`src/hw/rtl/fifo_with_max_priority_extract_macros.svh`:
```
// ----------------------------------------------------------------------------
// Assertion macros for the priority-extract queue
// Concurrent assertion wrappers that compile away when NO_ASSERTIONS is set.
// ----------------------------------------------------------------------------
`ifndef FIFO_WITH_MAX_PRIORITY_EXTRACT_MACROS_SVH
`define FIFO_WITH_MAX_PRIORITY_EXTRACT_MACROS_SVH

`ifndef NO_ASSERTIONS
// Clocked assertion, switched off while reset is held.
`define FMPE_ASSERT(lbl, clk, rst_n, prop, msg) \
	lbl: assert property (@(posedge clk) disable iff (!rst_n) prop) else $error(msg);
// Clocked assertion that also holds during reset.
`define FMPE_ASSERT_ALWAYS(lbl, clk, prop, msg) \
	lbl: assert property (@(posedge clk) prop) else $error(msg);
`else
`define FMPE_ASSERT(lbl, clk, rst_n, prop, msg)
`define FMPE_ASSERT_ALWAYS(lbl, clk, prop, msg)
`endif

`endif

```
`src/hw/rtl/fmpe_pkg.sv`:
```
`timescale 1ns / 1ps
// ----------------------------------------------------------------------------
// fmpe_pkg
// Shared codes and types for the priority-extract queue.
// ----------------------------------------------------------------------------
package fmpe_pkg;

	// Command codes.
	localparam logic [1:0] CMD_PUSH    = 2'd0;
	localparam logic [1:0] CMD_POP     = 2'd1;
	localparam logic [1:0] CMD_EXTRACT = 2'd2;

	// Status codes.
	localparam logic [1:0] ST_OK    = 2'd0;
	localparam logic [1:0] ST_EMPTY = 2'd1;
	localparam logic [1:0] ST_FULL  = 2'd2;

	localparam int ID_W    = 16;
	localparam int PRI_W   = 8;
	localparam int ENTRY_W = ID_W + PRI_W;
	localparam int COUNT_W = 5;

	// One stored slot: identifier above priority.
	typedef struct packed {
		logic [ID_W-1:0]  id;
		logic [PRI_W-1:0] pri;
	} entry_t;

	// Command word handed to the engine.
	typedef struct packed {
		logic [1:0]       command;
		logic [ID_W-1:0]  entry_id;
		logic [PRI_W-1:0] priority_req;
	} req_t;

	// Result word produced by the engine.
	typedef struct packed {
		logic [1:0]         status;
		logic [ID_W-1:0]    out_id;
		logic [PRI_W-1:0]   out_priority;
		logic [COUNT_W-1:0] count;
	} res_t;

	// Engine status towards the top level.
	typedef struct packed {
		logic idle;
		logic done;
	} eng_stat_t;

endpackage

```
`src/hw/rtl/fmpe_in_if.sv`:
```
`timescale 1ns / 1ps
// ----------------------------------------------------------------------------
// fmpe_in_if
// Command channel: valid/ready handshake carrying one command word.
// ----------------------------------------------------------------------------
interface fmpe_in_if;
	logic        valid;
	logic        ready;
	logic [1:0]  command;
	logic [15:0] entry_id;
	logic [7:0]  priority_req;

	modport source (output valid, output command, output entry_id,
		output priority_req, input ready);
	modport sink (input valid, input command, input entry_id,
		input priority_req, output ready);
endinterface

```
`src/hw/rtl/fmpe_out_if.sv`:
```
`timescale 1ns / 1ps
// ----------------------------------------------------------------------------
// fmpe_out_if
// Result channel: valid/ready handshake carrying one result word.
// ----------------------------------------------------------------------------
interface fmpe_out_if;
	logic        valid;
	logic        ready;
	logic [1:0]  status;
	logic [15:0] out_id;
	logic [7:0]  out_priority;
	logic [4:0]  count;

	modport source (output valid, output status, output out_id,
		output out_priority, output count, input ready);
	modport sink (input valid, input status, input out_id,
		input out_priority, input count, output ready);
endinterface

```
`src/hw/rtl/fmpe_ram.sv`:
```
`timescale 1ns / 1ps
// ----------------------------------------------------------------------------
// fmpe_ram
// Generic single-write, single-read RAM with a registered read port.
// ----------------------------------------------------------------------------
module fmpe_ram #(
	parameter int WIDTH = 24,
	parameter int DEPTH = 16,
	localparam int AW = $clog2(DEPTH)
) (
	input  logic             clk,
	input  logic             we,
	input  logic [AW-1:0]    waddr,
	input  logic [WIDTH-1:0] wdata,
	input  logic [AW-1:0]    raddr,
	output logic [WIDTH-1:0] rdata
);

	logic [WIDTH-1:0] mem_q [DEPTH];

	// Write port and registered read port.
	always_ff @(posedge clk) begin
		if (we) begin
			mem_q[waddr] <= wdata;
		end
		rdata <= mem_q[raddr];
	end

endmodule

```
`src/hw/rtl/fmpe_engine.sv`:
```
`timescale 1ns / 1ps
// ----------------------------------------------------------------------------
// fmpe_engine
// Slot store and sequencer: scans the slots with one comparator and closes
// the gap left by a removed entry one slot per cycle.
// ----------------------------------------------------------------------------
module fmpe_engine #(
	parameter int DEPTH = 16
) (
	input  logic                clk,
	input  logic                arst_n,
	input  logic                start,
	input  fmpe_pkg::req_t      req,
	input  logic                ack,
	output fmpe_pkg::eng_stat_t stat,
	output fmpe_pkg::res_t      res
);

	localparam int AW = $clog2(DEPTH);
	localparam int OW = $clog2(DEPTH + 1);

	typedef enum logic [1:0] {
		S_IDLE,
		S_SCAN,
		S_SHIFT,
		S_DONE
	} state_t;

	state_t                  state_q;
	logic [OW-1:0]           occ_q;
	logic [OW-1:0]           cmp_idx_q;
	logic [OW-1:0]           limit_q;
	logic [OW-1:0]           sh_idx_q;
	logic [AW-1:0]           best_q;
	fmpe_pkg::entry_t        best_ent_q;
	fmpe_pkg::res_t          res_q;

	logic                    ram_we;
	logic [AW-1:0]           ram_waddr;
	logic [AW-1:0]           ram_raddr;
	logic [fmpe_pkg::ENTRY_W-1:0] ram_wdata;
	logic [fmpe_pkg::ENTRY_W-1:0] ram_rdata;
	fmpe_pkg::entry_t        rd_ent;

	logic                    take;
	logic                    last_cmp;
	logic [AW-1:0]           nxt_best;
	fmpe_pkg::entry_t        nxt_ent;
	logic [OW-1:0]           nxt_sh;
	logic [OW-1:0]           cmp_nxt;
	logic [OW-1:0]           sh_nxt;
	logic                    full;

	// Occupancy to the five-bit count field, keeping the low bits.
	function automatic logic [fmpe_pkg::COUNT_W-1:0] to_count(input logic [OW-1:0] v);
		logic [OW+fmpe_pkg::COUNT_W-1:0] w;
		w = {{fmpe_pkg::COUNT_W{1'b0}}, v};
		return w[fmpe_pkg::COUNT_W-1:0];
	endfunction

	// Builds a whole result word from a status, the removed entry and the
	// occupancy left behind.
	function automatic fmpe_pkg::res_t make_res(input logic [1:0] st,
			input fmpe_pkg::entry_t ent, input logic [OW-1:0] occ);
		fmpe_pkg::res_t r;
		r.status       = st;
		r.out_id       = ent.id;
		r.out_priority = ent.pri;
		r.count        = to_count(occ);
		return r;
	endfunction

	fmpe_ram #(
		.WIDTH (fmpe_pkg::ENTRY_W),
		.DEPTH (DEPTH)
	) u_ram (
		.clk   (clk),
		.we    (ram_we),
		.waddr (ram_waddr),
		.wdata (ram_wdata),
		.raddr (ram_raddr),
		.rdata (ram_rdata)
	);

	assign rd_ent = fmpe_pkg::entry_t'(ram_rdata);

	// Shared comparator: the slot just read against the best so far.
	// A strictly larger priority is needed, so the entry nearest the head wins ties.
	assign take     = (cmp_idx_q == '0) || (rd_ent.pri > best_ent_q.pri);
	assign nxt_best = take ? cmp_idx_q[AW-1:0] : best_q;
	assign nxt_ent  = take ? rd_ent : best_ent_q;
	assign last_cmp = (cmp_idx_q == limit_q - OW'(1));
	assign nxt_sh   = OW'(nxt_best) + OW'(1);
	assign cmp_nxt  = cmp_idx_q + OW'(1);
	assign sh_nxt   = sh_idx_q + OW'(1);
	assign full     = (occ_q == OW'(DEPTH));

	// Memory port control.
	always_comb begin
		ram_we    = 1'b0;
		ram_waddr = '0;
		ram_wdata = '0;
		ram_raddr = '0;
		case (state_q)
			S_IDLE: begin
				if (start && req.command == fmpe_pkg::CMD_PUSH && !full) begin
					ram_we    = 1'b1;
					ram_waddr = occ_q[AW-1:0];
					ram_wdata = {req.entry_id, req.priority_req};
				end
			end
			S_SCAN: begin
				if (!last_cmp) begin
					ram_raddr = cmp_nxt[AW-1:0];
				end else if (nxt_sh < occ_q) begin
					ram_raddr = nxt_sh[AW-1:0];
				end
			end
			S_SHIFT: begin
				// Slot sh_idx moves down by one while the next one is fetched.
				ram_we    = 1'b1;
				ram_waddr = sh_idx_q[AW-1:0] - AW'(1);
				ram_wdata = ram_rdata;
				if (sh_nxt < occ_q) begin
					ram_raddr = sh_nxt[AW-1:0];
				end
			end
			default: begin
			end
		endcase
	end

	// Sequencer state and registered result.
	always_ff @(posedge clk or negedge arst_n) begin
		if (!arst_n) begin
			state_q    <= S_IDLE;
			occ_q      <= '0;
			cmp_idx_q  <= '0;
			limit_q    <= '0;
			sh_idx_q   <= '0;
			best_q     <= '0;
			best_ent_q <= '0;
			res_q      <= '0;
		end else begin
			case (state_q)
				S_IDLE: begin
					if (start) begin
						case (req.command)
							fmpe_pkg::CMD_PUSH: begin
								if (full) begin
									res_q <= make_res(fmpe_pkg::ST_FULL, '0, occ_q);
								end else begin
									occ_q <= occ_q + OW'(1);
									res_q <= make_res(fmpe_pkg::ST_OK, '0,
										occ_q + OW'(1));
								end
								state_q <= S_DONE;
							end
							fmpe_pkg::CMD_POP, fmpe_pkg::CMD_EXTRACT: begin
								if (occ_q == '0) begin
									res_q   <= make_res(fmpe_pkg::ST_EMPTY, '0, '0);
									state_q <= S_DONE;
								end else begin
									// Slot zero is being read this cycle.
									cmp_idx_q <= '0;
									limit_q   <= (req.command == fmpe_pkg::CMD_POP) ?
										OW'(1) : occ_q;
									state_q   <= S_SCAN;
								end
							end
							default: begin
								res_q   <= make_res(fmpe_pkg::ST_OK, '0, occ_q);
								state_q <= S_DONE;
							end
						endcase
					end
				end
				S_SCAN: begin
					best_q     <= nxt_best;
					best_ent_q <= nxt_ent;
					cmp_idx_q  <= cmp_nxt;
					if (last_cmp) begin
						if (nxt_sh < occ_q) begin
							sh_idx_q <= nxt_sh;
							state_q  <= S_SHIFT;
						end else begin
							// Removed entry was the tail: nothing to close up.
							occ_q   <= occ_q - OW'(1);
							res_q   <= make_res(fmpe_pkg::ST_OK, nxt_ent,
								occ_q - OW'(1));
							state_q <= S_DONE;
						end
					end
				end
				S_SHIFT: begin
					if (sh_nxt < occ_q) begin
						sh_idx_q <= sh_nxt;
					end else begin
						occ_q   <= occ_q - OW'(1);
						res_q   <= make_res(fmpe_pkg::ST_OK, best_ent_q,
							occ_q - OW'(1));
						state_q <= S_DONE;
					end
				end
				S_DONE: begin
					if (ack) begin
						state_q <= S_IDLE;
					end
				end
				default: begin
					state_q <= S_IDLE;
				end
			endcase
		end
	end

	assign stat.idle = (state_q == S_IDLE);
	assign stat.done = (state_q == S_DONE);
	assign res       = res_q;

endmodule

```
`src/hw/rtl/fifo_with_max_priority_extract.sv`:
```
`timescale 1ns / 1ps
// ----------------------------------------------------------------------------
// fifo_with_max_priority_extract
// Ordered queue of identifier/priority entries with push, pop and
// highest-priority extract.
// ----------------------------------------------------------------------------
// Usage:
//   Command words arrive on req (valid/ready): push appends at the tail, pop
//   removes the head, extract removes the entry with the largest priority,
//   the one nearest the head on a tie. Every command word yields exactly one
//   result word on rsp: status, removed entry and the count held afterwards.
//   A push, an empty removal, a full push or an unused code goes straight
//   to a finished result; pop scans the head slot and extract every slot,
//   then the entries behind the removed one move down to close the gap.
//   Removals are paced by the single read port of the slot memory: one slot
//   a cycle is scanned past one comparator, and closing the gap moves one
//   slot a cycle. A new word is accepted only once the last result is
//   registered on rsp.
//   req.ready is high only while the engine is idle. A finished result sits
//   in the output register, so a new command may be accepted while rsp is
//   stalled; that command completes but waits in the engine until it frees.
//   Reset empties the queue at once; the slot memory itself is not cleared.
// ----------------------------------------------------------------------------
`include "fifo_with_max_priority_extract_macros.svh"

module fifo_with_max_priority_extract #(
	parameter int DEPTH = 16
) (
	input  logic              clk,
	input  logic              arst_n,
	fmpe_in_if.sink           req,
	fmpe_out_if.source        rsp
);

	fmpe_pkg::req_t      eng_req;
	fmpe_pkg::res_t      eng_res;
	fmpe_pkg::eng_stat_t eng_stat;
	logic                start;
	logic                ack;

	logic                out_vld_q;
	fmpe_pkg::res_t      out_res_q;

	// Command side.
	assign req.ready = eng_stat.idle;
	assign start     = req.valid && req.ready;
	assign eng_req   = '{command: req.command, entry_id: req.entry_id,
		priority_req: req.priority_req};

	fmpe_engine #(
		.DEPTH (DEPTH)
	) u_engine (
		.clk    (clk),
		.arst_n (arst_n),
		.start  (start),
		.req    (eng_req),
		.ack    (ack),
		.stat   (eng_stat),
		.res    (eng_res)
	);

	// Output register: takes a finished word whenever it is free or draining.
	assign ack = eng_stat.done && (!out_vld_q || rsp.ready);

	always_ff @(posedge clk or negedge arst_n) begin
		if (!arst_n) begin
			out_vld_q <= 1'b0;
			out_res_q <= '0;
		end else begin
			if (ack) begin
				out_vld_q <= 1'b1;
				out_res_q <= eng_res;
			end else if (rsp.ready) begin
				out_vld_q <= 1'b0;
			end
		end
	end

	assign rsp.valid        = out_vld_q;
	assign rsp.status       = out_res_q.status;
	assign rsp.out_id       = out_res_q.out_id;
	assign rsp.out_priority = out_res_q.out_priority;
	assign rsp.count        = out_res_q.count;

	// An accepted command always takes the engine out of idle.
	`FMPE_ASSERT(a_start_busy, clk, arst_n, start |=> !eng_stat.idle, "engine stayed idle after a command")
	// The engine is never idle and done at once.
	`FMPE_ASSERT_ALWAYS(a_stat_excl, clk, !(eng_stat.idle && eng_stat.done), "engine idle and done together")
	// A removal from an empty queue leaves nothing held and returns no entry.
	`FMPE_ASSERT(a_empty_res, clk, arst_n, (rsp.valid && rsp.status == fmpe_pkg::ST_EMPTY) |-> (rsp.count == '0 && rsp.out_id == '0 && rsp.out_priority == '0), "empty status with data")
	// A full push reports a full queue.
	`FMPE_ASSERT(a_full_cnt, clk, arst_n, (rsp.valid && rsp.status == fmpe_pkg::ST_FULL) |-> (DEPTH > 31 || rsp.count == 5'(DEPTH)), "full status with short count")

endmodule
```
`src/flat_wrapper.sv`:
```
// flat-port wrapper written by rule: the top's interface ports become plain ports
module fifo_with_max_priority_extract_flat 
#(
	parameter int DEPTH = 16
)
  (clk, arst_n, req_valid, req_command, req_entry_id, req_priority_req, req_ready, rsp_valid, rsp_status, rsp_out_id, rsp_out_priority, rsp_count, rsp_ready);
  fmpe_in_if req_i ();
  fmpe_out_if rsp_i ();
  input  logic clk;
  input  logic arst_n;
  input wire logic [$bits(req_i.valid)-1:0] req_valid;
  input wire logic [$bits(req_i.command)-1:0] req_command;
  input wire logic [$bits(req_i.entry_id)-1:0] req_entry_id;
  input wire logic [$bits(req_i.priority_req)-1:0] req_priority_req;
  output wire logic [$bits(req_i.ready)-1:0] req_ready;
  output wire logic [$bits(rsp_i.valid)-1:0] rsp_valid;
  output wire logic [$bits(rsp_i.status)-1:0] rsp_status;
  output wire logic [$bits(rsp_i.out_id)-1:0] rsp_out_id;
  output wire logic [$bits(rsp_i.out_priority)-1:0] rsp_out_priority;
  output wire logic [$bits(rsp_i.count)-1:0] rsp_count;
  input wire logic [$bits(rsp_i.ready)-1:0] rsp_ready;
  assign req_i.valid = req_valid;
  assign req_i.command = req_command;
  assign req_i.entry_id = req_entry_id;
  assign req_i.priority_req = req_priority_req;
  assign req_ready = req_i.ready;
  assign rsp_valid = rsp_i.valid;
  assign rsp_status = rsp_i.status;
  assign rsp_out_id = rsp_i.out_id;
  assign rsp_out_priority = rsp_i.out_priority;
  assign rsp_count = rsp_i.count;
  assign rsp_i.ready = rsp_ready;
  fifo_with_max_priority_extract #(.DEPTH(DEPTH)) u_core (.clk(clk), .arst_n(arst_n), .req(req_i), .rsp(rsp_i));
endmodule
```
`config.mk`:
```
export PLATFORM = sky130hd
export DESIGN_NAME = fifo_with_max_priority_extract_flat
export DESIGN_NICKNAME = d
export VERILOG_FILES = /design/src/hw/rtl/fmpe_pkg.sv /design/src/hw/rtl/fmpe_in_if.sv /design/src/hw/rtl/fmpe_out_if.sv /design/src/hw/rtl/fmpe_ram.sv /design/src/hw/rtl/fmpe_engine.sv /design/src/hw/rtl/fifo_with_max_priority_extract.sv /design/src/flat_wrapper.sv
export VERILOG_INCLUDE_DIRS = /design/src /design/src/hw/rtl
export SDC_FILE = /design/constraint.sdc
export NUM_CORES = 1
export LEC_CHECK = 0
export BUFFER_PORTS_ARGS = -buffer_cell sky130_fd_sc_hd__buf_4
export CAP_MARGIN = 20
export CORE_MARGIN = 2
export CORE_UTILIZATION = 29
export DETAILED_ROUTE_END_ITERATION = 12
export GPL_ROUTABILITY_DRIVEN = 0
export HOLD_SLACK_MARGIN = 0.03
export PLACE_DENSITY_LB_ADDON = 0.2
export SLEW_MARGIN = 20
export SYNTH_ARGS = -nofsm -noshare
export SYNTH_HDL_FRONTEND = slang
export SYNTH_SLANG_ARGS = --single-unit
```
`constraint.sdc`:
```
create_clock -name clk -period 14 [get_ports clk]
set_clock_uncertainty 0.2 [all_clocks]
set_input_delay 2.8 -clock clk [delete_from_list [all_inputs] [get_ports clk]]
set_output_delay 2.8 -clock clk [all_outputs]
set_load 0.02 [all_outputs]
```
==> metrics.md <==
| Metric | Value |
|---|---|
| Status | finished clean |
| Warnings, synthesis | 0 |
| First-pass GRT wire length | 94400 um |
| Synthesized area per cell | 12.3 um^2 |
| TritonCTS clock tree | yes |
| DR vias/cell | 4.93 |
| Util after Layout | 34.0% |
| Beginning of the critical path | u_core.u_engine.best_ent_q[7] |
| Dpl ws | 6.54 ns |
| Count leader, synth | edfxtp_1 |
| Final worst-path cycle share | 53.8% |
| Req. time, crit path | 14.30 ns |
| Post-DP HPWL | 34100 um |
| Crit-path slowest cell | a41o_4 |
| Gate Count Post-Synth | 1819 |
| Sequential fraction of the synthesis area | 66.5% |
| PwrDens | 254 mW/mm^2 |
| Die Y-Extent | 281 um |
| Worst path max stage delay | 0.93 ns |
| Library cells used by synthesis | 66 |
| RSZ-0062 raised after global routing | false |
| Relative slew slack | 27.5% |
| Initial antenna violation count | 1 |
| Post-CTS Setup Bufs | 0 |
| Crit Path Max Fanout | 61 |
| Final wirelength | 64100 um |
| Vias in the first global route | 14300 |
| HP Start | u_core.u_engine.u_ram.rdata[23] |
| Slew Limit Fails | 0 |
| Number of fill cells in the layout | 7508 |
| Worst path arrival time | 7.83 ns |
| Area leader, netlist | edfxtp_1 |
| Non-filler cells in the finished layout | 2934 |
| Sink Count | 521 |
| Min Tclk post-route | 7.53 ns |
| Initial drt markers | 1212 |
| Clock root cell | clkbuf_16 |
| Placed cells | 2832 |
| DR WL/cell | 21.8 um |
| Via Count | 14500 |
| Post-CTS sizing | 0 |
| Core Footprint | 0.0761 mm^2 |
| R2r setup slk | 6.47 ns |
| Total Routing Usage GR | 16.1% |
| Crit path cell chain | inv_1 > ha_1 > nand4_1 > or2_1 > o21a_1 > nor3_2 > buf_4 > o21ai_0 > ha_1 > nand2b_1 > a2111oi_0 > nor2_1 > inv_1 > ha_1 > a21oi_1 > o211ai_1 > a2111oi_1 > a41o_4 > buf_4 > o21ai_1 > a22o_1 > a2111oi_2 |
| Most used cell along the critical path | ha_1 |
| Crit-path leading delay family | compound AO/OA/AOI/OAI gates |
| Endpoints failing hold | 0 |
| FFs w/ async S/R, synth | 21.7% |
| Number of H-tree levels | 2 |
| Worst Setup Start Kind | flip-flop |
| Final Setup Violations | 0 |
| Primary FF master, synth | edfxtp_1 |
| Gr ovfl total | 0 |
| Worst Path Class, Setup | reg2reg |
| Largest cells by area after synthesis | edfxtp_1, dfrtp_1, nand2_1, mux2i_1, o21ai_0 |
| Die W | 281 um |
| Worst skew pair latency | 0.63 ns |
| Final #Nets | 1920 |
| Hold-fix buffers at CTS | 0 |
| Footprint of the multi-input gates | 0.00699 mm^2 |
| Worst-Margin Slew | 1.09 ns |
| Reg2reg start | u_core.u_engine.best_ent_q[7] |
| Final worst-path setup slack | 6.47 ns |
| WHS | 0.265 ns |
| CTS Buf Count | 54 |
| ANT cells | 0 |
| TNS Setup | 0 ns |
| Maximum clock rate | 133 MHz |
| FF/Latch Area | 0.0148 mm^2 |
| Final ANT Viol Nets | 0 |
| Ratio of cells with drive above 1 in the final layout | 13.1% |
| Leak | 9.49 nW |
| Crit path buf inv count | 4 |
| Initial cell density of the core | 29.3% |
| Critical path capture point type | flip-flop |
| Drt drc | 0 |
| Share of the synthesized area in the top cell type | 51.7% |
| Layout area overhead | 16.0% |
| Longest Clk Path Bufs | 3 |
| First drt pass iteration count | 5 |
| Clock transition at path regs | 0.06 ns |
| Die ar. | 0.0791 mm^2 |
| #FFs+latches synth | 521 |
| Pin count of the biggest net entering global routing | 77 |
| I/O Buffers | 62 |
| Syn Nets | 1880 |
| Post-synth EDFFs | 384 |
| HP Class | reg2reg |
| Top cells by count, synth | edfxtp_1, nand2_1, o21ai_0 |
| Synth Cell Area | 0.0223 mm^2 |
| I/O pin count | 63 |
| Peak supply drop | 0.000160 V |
| Max cap viols | 0 |
| Row Count | 101 |
metal layers:
metal	GRT usage, %	vias up	share of wire [%]
met4	4.32	0	2.2
met3	2.93	85	5.3
met5	0	-	0
li1	-	6739	-
met1	21.5	7309	45
met2	26.9	342	48
per-stage QoR:
stage / power, mW / instance area (um^2)
after floorplan: 4.19 / 22300
after global placement: 5.10 / 24000
after detailed placement: 5.14 / 24000
after CTS: 6.63 / 25800
after global routing: 6.99 / 25900
final: 6.57 / 25900
area by class of cell:
cell class / count / area share [%]
clock buffers: 77 / 5.75
repair buffers: 96 / 2.88
multi-input cells: 1134 / 27.0
clock inverters: 24 / 1.23
inverters: 52 / 0.755
well taps: 1030 / 4.98
flip-flops and latches: 521 / 57.4
tightest hold or removal path: stages (launching register included):
cell,delay [ns]
dfxtp_1,0.33
nand2_1,0.06
nand2_1,0.04
worst paths after layout:
path                                                    to  cells after the start
min                         u_core.u_engine.best_ent_q[23]                      2
min reg2reg                 u_core.u_engine.best_ent_q[23]                      2
max in group asynchronous          u_core.u_engine.res[10]                      2
max reg2reg                u_core.u_engine.u_ram.rdata[23]                     22
min in group asynchronous         u_core.u_engine.occ_q[0]                      1
max                        u_core.u_engine.u_ram.rdata[23]                     22
kinds of logic after synthesis:
| kind of cell | share of synthesized area, % |
|---|---|
| adder cells (fa/ha/maj) | 1.74 |
| buffers and inverters | 2.99 |
| XOR/XNOR | 0.785 |
| flip-flops | 66.5 |
| multiplexers | 5.94 |
| AND/OR/NAND/NOR | 10.3 |
| AO/OA/AOI/OAI | 11.7 |
placed cells by master, fill, tap and decap left out, drive strengths merged, types with 24 or more instances in the layout:
master	Yosys	layout
clkbuf	60	77
a21oi	110	110
mux2i	94	94
nand3	24	24
nand2	354	354
nand4	24	24
ha	31	31
mux2	34	34
dfxtp	24	24
o21ai	144	144
dfrtp	113	113
nor2	99	99
inv	51	52
edfxtp	384	384
a22o	31	31
buf	52	96
sequential cells by signal, indices dropped and copies added (netlist names):
register,flops
u_core.rsp.count,5
u_core.rsp.out_id,16
u_core.rsp.out_priority,8
u_core.rsp.status,2
u_core.rsp.valid,1
u_core.u_engine.best_ent_q,24
u_core.u_engine.best_q,4
u_core.u_engine.cmp_idx_q,5
u_core.u_engine.limit_q,5
u_core.u_engine.occ_q,5
u_core.u_engine.res,31
u_core.u_engine.sh_idx_q,5
u_core.u_engine.state_q,2
u_core.u_engine.u_ram.mem_q,384
u_core.u_engine.u_ram.rdata,24
report_power, final:
group | internal, mW | total, mW | leakage [nW] | switching [mW]
Combinational | 0.892 | 2.74 | 3.38 | 1.85
Clock | 0.854 | 1.47 | 0.881 | 0.614
Sequential | 2.14 | 2.36 | 5.23 | 0.219
Power figures use the tool's default switching activity.
